$ cat src/rtl/svs_pkg.sv
// Package: types, codes and reset constants for the supply voltage supervisor.
`default_nettype none
package svs_pkg;

  localparam int unsigned MvW     = 16;
  localparam int unsigned AttW    = 8;
  localparam int unsigned TickW   = 32;
  localparam int unsigned CfgIdxW = 8;

  localparam logic [MvW-1:0] MinSafeRst  = 16'd2700;
  localparam logic [MvW-1:0] MaxSafeRst  = 16'd3600;
  localparam logic [MvW-1:0] MarginRst   = 16'd300;
  localparam logic [MvW-1:0] TimeoutRst  = 16'd10;

  typedef enum logic [1:0] {
    MODE_IDLE     = 2'd0,
    MODE_MONITOR  = 2'd1,
    MODE_RECOVERY = 2'd2
  } mode_t;

  typedef enum logic [CfgIdxW-1:0] {
    REG_MIN_SAFE = 8'd0,
    REG_MAX_SAFE = 8'd1,
    REG_MARGIN   = 8'd2,
    REG_TIMEOUT  = 8'd3
  } reg_idx_t;

  typedef struct packed {
    logic [MvW-1:0] min_safe_mv;
    logic [MvW-1:0] max_safe_mv;
    logic [MvW-1:0] recovery_margin_mv;
    logic [MvW-1:0] recovery_timeout_ticks;
  } cfg_t;

  typedef struct packed {
    logic [MvW-1:0] vdd_sample_mv;
  } in_t;

  typedef struct packed {
    logic [MvW-1:0]   filtered_vdd_mv;
    logic [1:0]       service_mode;
    logic             enter_safe_pulse;
    logic             recovery_request_pulse;
    logic             recovery_done_pulse;
    logic [AttW-1:0]  attempt_count;
    logic [MvW-1:0]   timeout_left;
    logic [TickW-1:0] ticks_seen;
  } out_t;

endpackage
`default_nettype wire

$ cat src/rtl/svs_in_if.sv
// Interface: sample input channel.
`default_nettype none
interface svs_in_if import svs_pkg::*; ();
  logic valid;
  logic ready;
  in_t  data;
  modport source (output valid, output data, input ready);
  modport sink (input valid, input data, output ready);
endinterface
`default_nettype wire

$ cat src/rtl/svs_out_if.sv
// Interface: result output channel.
`default_nettype none
interface svs_out_if import svs_pkg::*; ();
  logic valid;
  logic ready;
  out_t data;
  modport source (output valid, output data, input ready);
  modport sink (input valid, input data, output ready);
endinterface
`default_nettype wire

$ cat src/rtl/svs_cfg_if.sv
// Interface: configuration register write channel.
`default_nettype none
interface svs_cfg_if import svs_pkg::*; ();
  logic               valid;
  logic               ready;
  logic [CfgIdxW-1:0] idx;
  logic [MvW-1:0]     wdata;
  modport source (output valid, output idx, output wdata, input ready);
  modport sink (input valid, input idx, input wdata, output ready);
endinterface
`default_nettype wire

$ cat src/rtl/svs_cfg_regs.sv
// Configuration register file: thresholds, margin and timeout.
`default_nettype none
module svs_cfg_regs import svs_pkg::*; (
  input  wire logic             clk,
  input  wire logic             rst_n,
  input  wire logic             wr_en,
  input  wire logic [CfgIdxW-1:0] wr_idx,
  input  wire logic [MvW-1:0]   wr_data,
  output cfg_t                  cfg
);

  cfg_t cfg_r;
  cfg_t cfg_nxt;

  always_comb begin
    cfg_nxt = cfg_r;
    if (wr_en) begin
      case (reg_idx_t'(wr_idx))
        REG_MIN_SAFE: cfg_nxt.min_safe_mv            = wr_data;
        REG_MAX_SAFE: cfg_nxt.max_safe_mv            = wr_data;
        REG_MARGIN:   cfg_nxt.recovery_margin_mv     = wr_data;
        REG_TIMEOUT:  cfg_nxt.recovery_timeout_ticks = wr_data;
        default:      cfg_nxt = cfg_r;
      endcase
    end
  end

  always_ff @(posedge clk) begin
    if (!rst_n) begin
      cfg_r.min_safe_mv            <= MinSafeRst;
      cfg_r.max_safe_mv            <= MaxSafeRst;
      cfg_r.recovery_margin_mv     <= MarginRst;
      cfg_r.recovery_timeout_ticks <= TimeoutRst;
    end else begin
      cfg_r <= cfg_nxt;
    end
  end

  assign cfg = cfg_r;

endmodule
`default_nettype wire

$ cat src/rtl/svs_core.sv
// Supervisor core: filter, mode state machine, attempt, countdown and tick counters.
`default_nettype none
module svs_core import svs_pkg::*; (
  input  wire logic           clk,
  input  wire logic           rst_n,
  input  wire logic           fire,
  input  wire logic [MvW-1:0] sample,
  input  wire cfg_t           cfg,
  output out_t                res
);

  mode_t             mode_r, mode_nxt;
  logic [MvW-1:0]    avg_r, avg_nxt;
  logic [AttW-1:0]   att_r, att_nxt;
  logic [MvW-1:0]    cnt_r, cnt_nxt;
  logic [TickW-1:0]  tick_r, tick_nxt;

  logic [MvW+1:0]    filt_sum;
  logic [MvW-1:0]    filt;
  logic [MvW-1:0]    cnt_dec;
  logic [MvW:0]      rec_floor;
  logic              in_range;
  logic              recovered;
  logic              start_att;
  logic              done;

  always_comb begin
    filt_sum  = {2'b00, avg_r} + {1'b0, avg_r, 1'b0} + {2'b00, sample};
    filt      = filt_sum[MvW+1:2];
    cnt_dec   = (cnt_r != '0) ? (cnt_r - 1'b1) : cnt_r;
    rec_floor = {1'b0, cfg.min_safe_mv} + {1'b0, cfg.recovery_margin_mv};
    in_range  = (filt >= cfg.min_safe_mv) && (filt <= cfg.max_safe_mv);
    recovered = ({1'b0, filt} >= rec_floor) && in_range;

    tick_nxt  = tick_r + 1'b1;
    avg_nxt   = filt;
    cnt_nxt   = cnt_dec;
    att_nxt   = att_r;
    mode_nxt  = mode_r;
    start_att = 1'b0;
    done      = 1'b0;

    case (mode_r)
      MODE_IDLE: begin
        avg_nxt  = sample;
        att_nxt  = '0;
        cnt_nxt  = '0;
        mode_nxt = MODE_MONITOR;
      end
      MODE_MONITOR: begin
        start_att = !in_range;
      end
      MODE_RECOVERY: begin
        if (recovered) begin
          att_nxt  = '0;
          cnt_nxt  = '0;
          mode_nxt = MODE_MONITOR;
          done     = 1'b1;
        end else if (cnt_dec == '0) begin
          start_att = 1'b1;
        end
      end
      default: begin
        mode_nxt = MODE_MONITOR;
      end
    endcase

    if (start_att) begin
      cnt_nxt  = cfg.recovery_timeout_ticks;
      att_nxt  = att_r + 1'b1;
      mode_nxt = MODE_RECOVERY;
    end

    res.filtered_vdd_mv        = avg_nxt;
    res.service_mode           = mode_nxt;
    res.enter_safe_pulse       = start_att;
    res.recovery_request_pulse = start_att;
    res.recovery_done_pulse    = done;
    res.attempt_count          = att_nxt;
    res.timeout_left           = cnt_nxt;
    res.ticks_seen             = tick_nxt;
  end

  always_ff @(posedge clk) begin
    if (!rst_n) begin
      mode_r <= MODE_IDLE;
      avg_r  <= '0;
      att_r  <= '0;
      cnt_r  <= '0;
      tick_r <= '0;
    end else if (fire) begin
      mode_r <= mode_nxt;
      avg_r  <= avg_nxt;
      att_r  <= att_nxt;
      cnt_r  <= cnt_nxt;
      tick_r <= tick_nxt;
    end
  end

  a_leave_idle: assert property (@(posedge clk) disable iff (!rst_n)
    fire |=> mode_r != MODE_IDLE)
    else $error("mode returned to idle after a transaction");

  a_tick_step: assert property (@(posedge clk) disable iff (!rst_n)
    fire |=> tick_r == $past(tick_r) + 32'd1)
    else $error("tick count did not advance by one");

  a_done_clears: assert property (@(posedge clk) disable iff (!rst_n)
    (fire && res.recovery_done_pulse) |->
      (res.service_mode == MODE_MONITOR && res.attempt_count == '0 &&
       res.timeout_left == '0))
    else $error("recovery done without clearing count and countdown");

  a_attempt_mode: assert property (@(posedge clk) disable iff (!rst_n)
    (fire && res.recovery_request_pulse) |->
      (res.service_mode == MODE_RECOVERY && !res.recovery_done_pulse &&
       res.attempt_count == att_r + 8'd1))
    else $error("recovery attempt without entering recovery");

endmodule
`default_nettype wire

$ cat src/rtl/supply_voltage_supervisor.sv
// Top level: supply voltage supervisor with input, result and config channels.
//
//  channel | dir | payload                        | transaction when
//  in_if   | in  | vdd_sample_mv                  | valid && ready
//  out_if  | out | filtered value, mode, pulses,  | valid && ready
//          |     | attempts, countdown, ticks     |
//  cfg_if  | in  | idx, wdata (register write)    | valid && ready (ready tied high)
//
// One sample per cycle sustained while the output is not stalled. The sample
// sits in an input register, the core updates its state and the result is
// captured in the output register.
// Synchronous active-low reset restores register defaults and idle mode.
// A stalled output holds its result; the input register still accepts while
// the core can move its item into a draining output register.
`default_nettype none
module supply_voltage_supervisor import svs_pkg::*; (
  input  wire logic clk,
  input  wire logic rst_n,
  svs_in_if.sink    in_if,
  svs_out_if.source out_if,
  svs_cfg_if.sink   cfg_if
);

  cfg_t           cfg;
  out_t           res;
  logic           in_vld_r, in_vld_nxt;
  logic [MvW-1:0] in_data_r;
  logic           out_vld_r, out_vld_nxt;
  out_t           out_data_r;
  logic           in_acc;
  logic           core_fire;

  assign cfg_if.ready = 1'b1;

  svs_cfg_regs u_cfg (
    .clk     (clk),
    .rst_n   (rst_n),
    .wr_en   (cfg_if.valid),
    .wr_idx  (cfg_if.idx),
    .wr_data (cfg_if.wdata),
    .cfg     (cfg)
  );

  svs_core u_core (
    .clk    (clk),
    .rst_n  (rst_n),
    .fire   (core_fire),
    .sample (in_data_r),
    .cfg    (cfg),
    .res    (res)
  );

  always_comb begin
    core_fire   = in_vld_r && (!out_vld_r || out_if.ready);
    in_if.ready = !in_vld_r || core_fire;
    in_acc      = in_if.valid && in_if.ready;
    in_vld_nxt  = in_acc ? 1'b1 : (core_fire ? 1'b0 : in_vld_r);
    out_vld_nxt = core_fire ? 1'b1 : (out_if.ready ? 1'b0 : out_vld_r);
  end

  always_ff @(posedge clk) begin
    if (!rst_n) begin
      in_vld_r  <= 1'b0;
      out_vld_r <= 1'b0;
    end else begin
      in_vld_r  <= in_vld_nxt;
      out_vld_r <= out_vld_nxt;
    end
  end

  always_ff @(posedge clk) begin
    if (in_acc) begin
      in_data_r <= in_if.data.vdd_sample_mv;
    end
    if (core_fire) begin
      out_data_r <= res;
    end
  end

  assign out_if.valid = out_vld_r;
  assign out_if.data  = out_data_r;

endmodule
`default_nettype wire
$ cat src/flat_wrapper.sv
// flat-port wrapper written by rule: the top's interface ports become plain ports
module supply_voltage_supervisor_flat import svs_pkg::*;
  (clk, rst_n, in_if_valid, in_if_data, in_if_ready, out_if_valid, out_if_data, out_if_ready, cfg_if_valid, cfg_if_idx, cfg_if_wdata, cfg_if_ready);
  svs_in_if in_if_i ();
  svs_out_if out_if_i ();
  svs_cfg_if cfg_if_i ();
  input  wire logic clk;
  input  wire logic rst_n;
  input wire logic [$bits(in_if_i.valid)-1:0] in_if_valid;
  input wire logic [$bits(in_if_i.data)-1:0] in_if_data;
  output wire logic [$bits(in_if_i.ready)-1:0] in_if_ready;
  output wire logic [$bits(out_if_i.valid)-1:0] out_if_valid;
  output wire logic [$bits(out_if_i.data)-1:0] out_if_data;
  input wire logic [$bits(out_if_i.ready)-1:0] out_if_ready;
  input wire logic [$bits(cfg_if_i.valid)-1:0] cfg_if_valid;
  input wire logic [$bits(cfg_if_i.idx)-1:0] cfg_if_idx;
  input wire logic [$bits(cfg_if_i.wdata)-1:0] cfg_if_wdata;
  output wire logic [$bits(cfg_if_i.ready)-1:0] cfg_if_ready;
  assign in_if_i.valid = in_if_valid;
  assign in_if_i.data = in_if_data;
  assign in_if_ready = in_if_i.ready;
  assign out_if_valid = out_if_i.valid;
  assign out_if_data = out_if_i.data;
  assign out_if_i.ready = out_if_ready;
  assign cfg_if_i.valid = cfg_if_valid;
  assign cfg_if_i.idx = cfg_if_idx;
  assign cfg_if_i.wdata = cfg_if_wdata;
  assign cfg_if_ready = cfg_if_i.ready;
  supply_voltage_supervisor u_core (.clk(clk), .rst_n(rst_n), .in_if(in_if_i), .out_if(out_if_i), .cfg_if(cfg_if_i));
endmodule
$ cat config.mk
export PLATFORM = sky130hd
export DESIGN_NAME = supply_voltage_supervisor_flat
export DESIGN_NICKNAME = d
export VERILOG_FILES = /design/src/rtl/svs_pkg.sv /design/src/rtl/svs_in_if.sv /design/src/rtl/svs_out_if.sv /design/src/rtl/svs_cfg_if.sv /design/src/rtl/svs_cfg_regs.sv /design/src/rtl/svs_core.sv /design/src/rtl/supply_voltage_supervisor.sv /design/src/flat_wrapper.sv
export SDC_FILE = /design/constraint.sdc
export NUM_CORES = 1
export LEC_CHECK = 0
export CORE_MARGIN = 10
export CORE_UTILIZATION = 45
export CTS_BUF_LIST = sky130_fd_sc_hd__clkbuf_8
export CTS_CLUSTER_DIAMETER = 150
export DETAILED_ROUTE_END_ITERATION = 7
export DONT_BUFFER_PORTS = 1
export PLACE_DENSITY = 0.65
export SYNTH_ARGS = -nofsm -noshare
export SYNTH_HDL_FRONTEND = slang
export SYNTH_HIERARCHICAL = 1
export SYNTH_SLANG_ARGS = --single-unit
$ cat constraint.sdc
create_clock -name clk -period 20.4 [get_ports clk]
set_input_delay 3.06 -clock clk [delete_from_list [all_inputs] [get_ports clk]]
set_output_delay 3.06 -clock clk [all_outputs]
set_load 0.01 [all_outputs]
### Word-level counts from Yosys, hierarchy flattened

Cells that the tools add are included.

* shifts and indexed selects: 0
* div/mod/pow operators: 0
* multiplexer cells: 19
* reductions and logical operators: 19
* bitwise operators: 0
* $lt $le $gt $ge: 3
* equal/unequal tests: 5
* $add $sub $neg: 6
* multipliers: 0

Operators with widths (count)
* two-way mux 16 bit: 4
* adder 32 x 1 -> 32 bit, second input constant: 1
* one-hot mux 16 bit (2 select lines): 1
* adder 16 x 17 -> 18 bit: 1
* adder 18 x 16 -> 18 bit: 1
* adder 16 x 16 -> 17 bit: 1
* greater-or-equal comparator 16 x 17 -> 1 bit: 1
* == test 8 x 2 -> 1 bit, second input constant: 2
* greater-or-equal comparator 16 bit: 1
* <= comparator 16 bit: 1
* logical NOT 16 bit: 1
* two-way mux 8 bit: 2
* one-hot mux 8 bit (2 select lines): 1
* nonzero test 16 bit: 1
* subtractor 16 x 1 -> 16 bit, second input constant: 1
* adder 8 x 1 -> 8 bit, second input constant: 1
* == test 8 x 1 -> 1 bit, second input constant: 1
* logical NOT 8 bit: 1
* AND reduction 2 bit: 4
* two-way mux 1 bit: 7
* logical AND 1 bit: 4
* two-way mux 2 bit: 2
* one-hot mux 2 bit (2 select lines): 1
* nonzero test 2 bit: 2
* other kinds (6): 9

* bits in registers: 232
* input bits: 45
* output and inout bits: 80
* RAM bits: 0
* word-level logic and storage cells: 71
* latch bits: 0
* memories: 0
* ROM bits: 0

### Depth between registers and ports, before layout

* depth in word-level cells: 8
* mapped depth: 26

### Modules after synthesis

Netlist, hierarchy kept.

Modules (own cells, without submodules)
* svs_core: times used 1, area an instance 7777.5 um2, seq. area each 1481.4 um2, cells each 1010
* supply_voltage_supervisor: times used 1, area an instance 2907.8 um2, seq. area each 2832.7 um2, cells each 104
* svs_cfg_regs: times used 1, area an instance 2542.4 um2, seq. area each 1281.2 um2, cells each 241

### Worst setup path after synthesis

Ideal clock, no wire load.

* kind: input-to-reg
* start: input port out_if_ready
* end: register u_core.u_core.avg_r[11]
* data required time: 20269 ps
* stages: 7
* buffers on the path: 2
* setup time: 131 ps
* slack: 11639 ps
* data arrival time: 8630 ps
* cells stage by stage: nor2b_4 nor2b_1 clkinv_1 clkbuf_1 clkbuf_1 a31oi_1 o41ai_1

* cells in the longest elaborated chain, start to end: 2

Ends and longest elaborated chain
* from (decl): line flat_wrapper.sv:14 `input wire logic [$bits(out_if_i.ready)-1:0] out_if_ready;`
* logical OR 1 bit: line supply_voltage_supervisor.sv:54 `core_fire = in_vld_r && (!out_vld_r || out_if.ready);`
* logical AND 1 bit: line supply_voltage_supervisor.sv:54
* named net u_core.core_fire: line supply_voltage_supervisor.sv:31 `logic core_fire;`
* to (signal assigned): line svs_core.sv:93 `avg_r <= avg_nxt;`
* to (decl): line svs_core.sv:13 `logic [MvW-1:0] avg_r, avg_nxt;`

The timed path passes the listed nets, and every way through them passes these cells.
A chain may end at the register's enable or synchronous reset.

==> run metrics <==
status complete, no violations; CTS clk-pin slew, worst paths 60 ps; die footprint 36,650 µm²; initial antenna violation count 0; GP Congestion 0.8843; dpl hpwl 22,490 µm; # port buffers 0; fillers 2,712; vias 9,618; crit end category register; Final period util 33.25%; VDD IR max 0.07626 mV; # setup viols final 0; Die Width 191.5 µm; final non-filler cell total 1,751; CP required 20,690 ps; multi-input logic area 7004 µm²; fmax 147.4 MHz; PwrDens 87.25 nW/µm²; largest net degree at the start of global routing 120; LEAKAGE 5.728 nW; 1st-pass router iterations 5; Mapped Cells 1,355; wire length of the first global-routing pass 50,050 µm; ANT nets after route 0; setup repair bufs after CTS 0; DR WL/cell 18.00 µm; Least-Margin Pin Slew 1153 ps; post-synthesis register bit count 233; Worst Hold Class register to register; reg2reg path depth 25; Max-cap violations 0; Net count, final 1,479; grt ovf 0; ys async rst share 0%; met1 WL 14,550 µm; total CTS buffers 42; worst r2r dst u_core/out_if.data[37]; clock root cell clkbuf_8; Avg Cell Area, Syn 9.762 µm²; Max-slew headroom 23.12%; R2R setup slack 13,620 ps; Seq/Total Area, Yosys 42.30%; Starting Density 45.84%; # IOs 125; Top Metal Used met4; CTS tree yes; Sum Neg Setup Slack 0 ps; worst setup path startpoint u_core/in_data_r[1]; Final Total Pwr 1.238 mW; Cell Count Post-Placement 1,675; row cnt 62; Worst setup SP type register; number of H-tree levels 2; WP data arrival 7080 ps; final wirelength 31,520 µm; DRC viols 0; Placed Area 13,370 µm²; Storage cell area 5595 µm²; core box area 28,860 µm²; Critical R2R Launch u_core/in_data_r[1]; All-Layer GR Usage 16.75%; largest cells by area after synthesis dfxtp_1 21%, edfxtp_1 21%, ha_1 7.8%, mux2i_1 5.4%, nand2_1 4.8%; Critical Path Sink u_core/out_if.data[37]; ys flop type dfxtp_1; clk_lat worst skew 550 ps; Die Y 191.5 µm; skew final 27.31 ps; met2 WL 14,860 µm; Period minus WS final 6782 ps; crit path kind register to register; Hold Buf Count CTS 0; Synth Net Count 1,499; synth unique cells 84; RSZ-0062 raised after global routing false; YS warnings 6; fraction of layout cells with a size suffix above 1 7.315%; initial drt markers 648; Vias/cell 5.493; vias in the first global route 9,317; Finished Cell Area 14,180 µm²; final hold violations 0; # resized after CTS 0; largest area contributor in the netlist dfxtp_1; max-slew violation count 0; hold_ws 461.6 ps; met3 routed WL 1624 µm; Mapped Area 13,230 µm²; Hold Startpoint u_core/u_cfg/cfg[38]; number of flops mapped to enable cells by yosys 93; leading cell types by count after synthesis 168 x nand2_1, 140 x dfxtp_1, 93 x edfxtp_1, 90 x nor2_1, 82 x ha_1; most common cell in the netlist nand2_1; Yosys top cell area share 21.19%; worst-path fanout max 30; Antenna Cells 0; clock sink count 233; clk buf depth 3; P&R area growth vs syn 7.236%
-- critical path, stage by stage, from the launching register on --
cell	delay [ps]
edfxtp_1	420
fa_1	580
nand3_1	110
fa_1	430
nor2b_1	130
o21ai_0	110
a21boi_0	170
o21ai_0	110
a21boi_0	520
o21ai_0	160
nand2b_1	130
a311oi_1	110
xor2_1	210
inv_1	120
ha_1	300
a21oi_1	200
nor3b_1	70
o21ai_0	160
nand2_1	70
a221oi_1	230
o21ai_1	150
nand3_1	130
nand2_1	640
nand2_1	650
clkinv_1	390
o2bb2ai_1	230
-- routing by layer --
metal | vias to the layer above | track usage (%)
met4 | 0 | 4.868
li1 | 4792 | -
met3 | 36 | 3.644
met5 | - | 0
met2 | 227 | 26.95
met1 | 4563 | 22.16
-- power breakdown --
| group | switching [mW] | leakage, nW | internal [mW] | total [mW] |
|---|---|---|---|---|
| combinational | 0.181 | 3.26 | 0.106 | 0.287 |
| clock | 0.192 | 0.465 | 0.230 | 0.422 |
| sequential | 0.0209 | 2.00 | 0.508 | 0.529 |
-- final cells by class --
cell class	instances	share of cell area, %
flip-flops and latches	233	39.45
well taps	384	3.387
clock buffers	48	4.657
inverters	64	1.694
multi-input cells	988	49.38
repair buffers	6	0.3175
clock inverters	28	1.120
-- cells by family (layout without fill, tap and decap cells) --
family                   count (synthesis)  count (layout)  synth area share (%)
buffers and inverters                  134             146                 4.834
adder cells (fa/ha/maj)                100             100                 10.40
multiplexers                            79              79                 6.044
AND/OR/NAND/NOR                        488             488                 18.72
AO/OA/AOI/OAI                          228             228                 11.58
XOR/XNOR                                92              92                 6.092
other                                    1               1               0.02835
flip-flops                             233             233                 42.30
-- metrics by stage --
step | setup WS, ps | utilization [%]
6_report | 13620 | 49.15
5_1_grt | 13160 | 49.15
4_1_cts | 13720 | 49.15
3_5_place_dp | 13750 | 46.31
3_3_place_gp | 13910 | 46.31
2_1_floorplan | 11640 | -
-- state kept, by name (all words and copies together), names as in the netlist --
name and cells:
u_core/u_core/tick_r 32, u_core/in_vld_r 1, u_core/u_core/avg_r 16, u_core/out_if.valid 1
u_core/in_data_r 16, u_core/u_core/cnt_r 16, u_core/u_cfg/cfg 64, u_core/u_core/mode_r 2
u_core/u_core/att_r 8, u_core/out_if.data 77
-- layout by cell type, fill, tap and decap left out, types with 5 or more instances in the layout --
cell type	instances
fa_1	17
a41oi_1	6
a21o_1	14
a311oi_1	5
ha_1	82
nand3_1	49
mux2i_1	72
a21oi_1	47
a211oi_1	5
and2_1	10
nand2b_1	10
clkinv_1	7
o2bb2ai_1	7
dfxtp_1	140
nor3b_1	6
o21ai_0	42
mux2_2	6
xnor2_1	31
nor2_1	90
clkinv_2	8
xor2_1	61
o211ai_1	12
nor2b_1	38
edfxtp_1	93
nand4_1	25
o32ai_1	6
o21bai_1	5
and3_1	23
nand2_1	168
clkbuf_8	48
buf_4	6
inv_1	72
o21a_1	7
nand3b_1	5
a31oi_1	33
nor3_1	21
nor4_1	5
or3_1	9
-- worst min-delay path by stage --
stage | to | depth (start not counted) | slack, ps
after floorplan | u_core/u_cfg/cfg[33] | 2 | 430
after detailed placement | u_core/u_cfg/cfg[39] | 2 | 450
after global routing | u_core/u_cfg/cfg[35] | 2 | 470
after CTS | u_core/u_cfg/cfg[39] | 2 | 460
final | u_core/u_cfg/cfg[38] | 2 | 460
after global placement | u_core/u_cfg/cfg[40] | 2 | 440
Note: power is estimated with default switching activity, not from simulation.
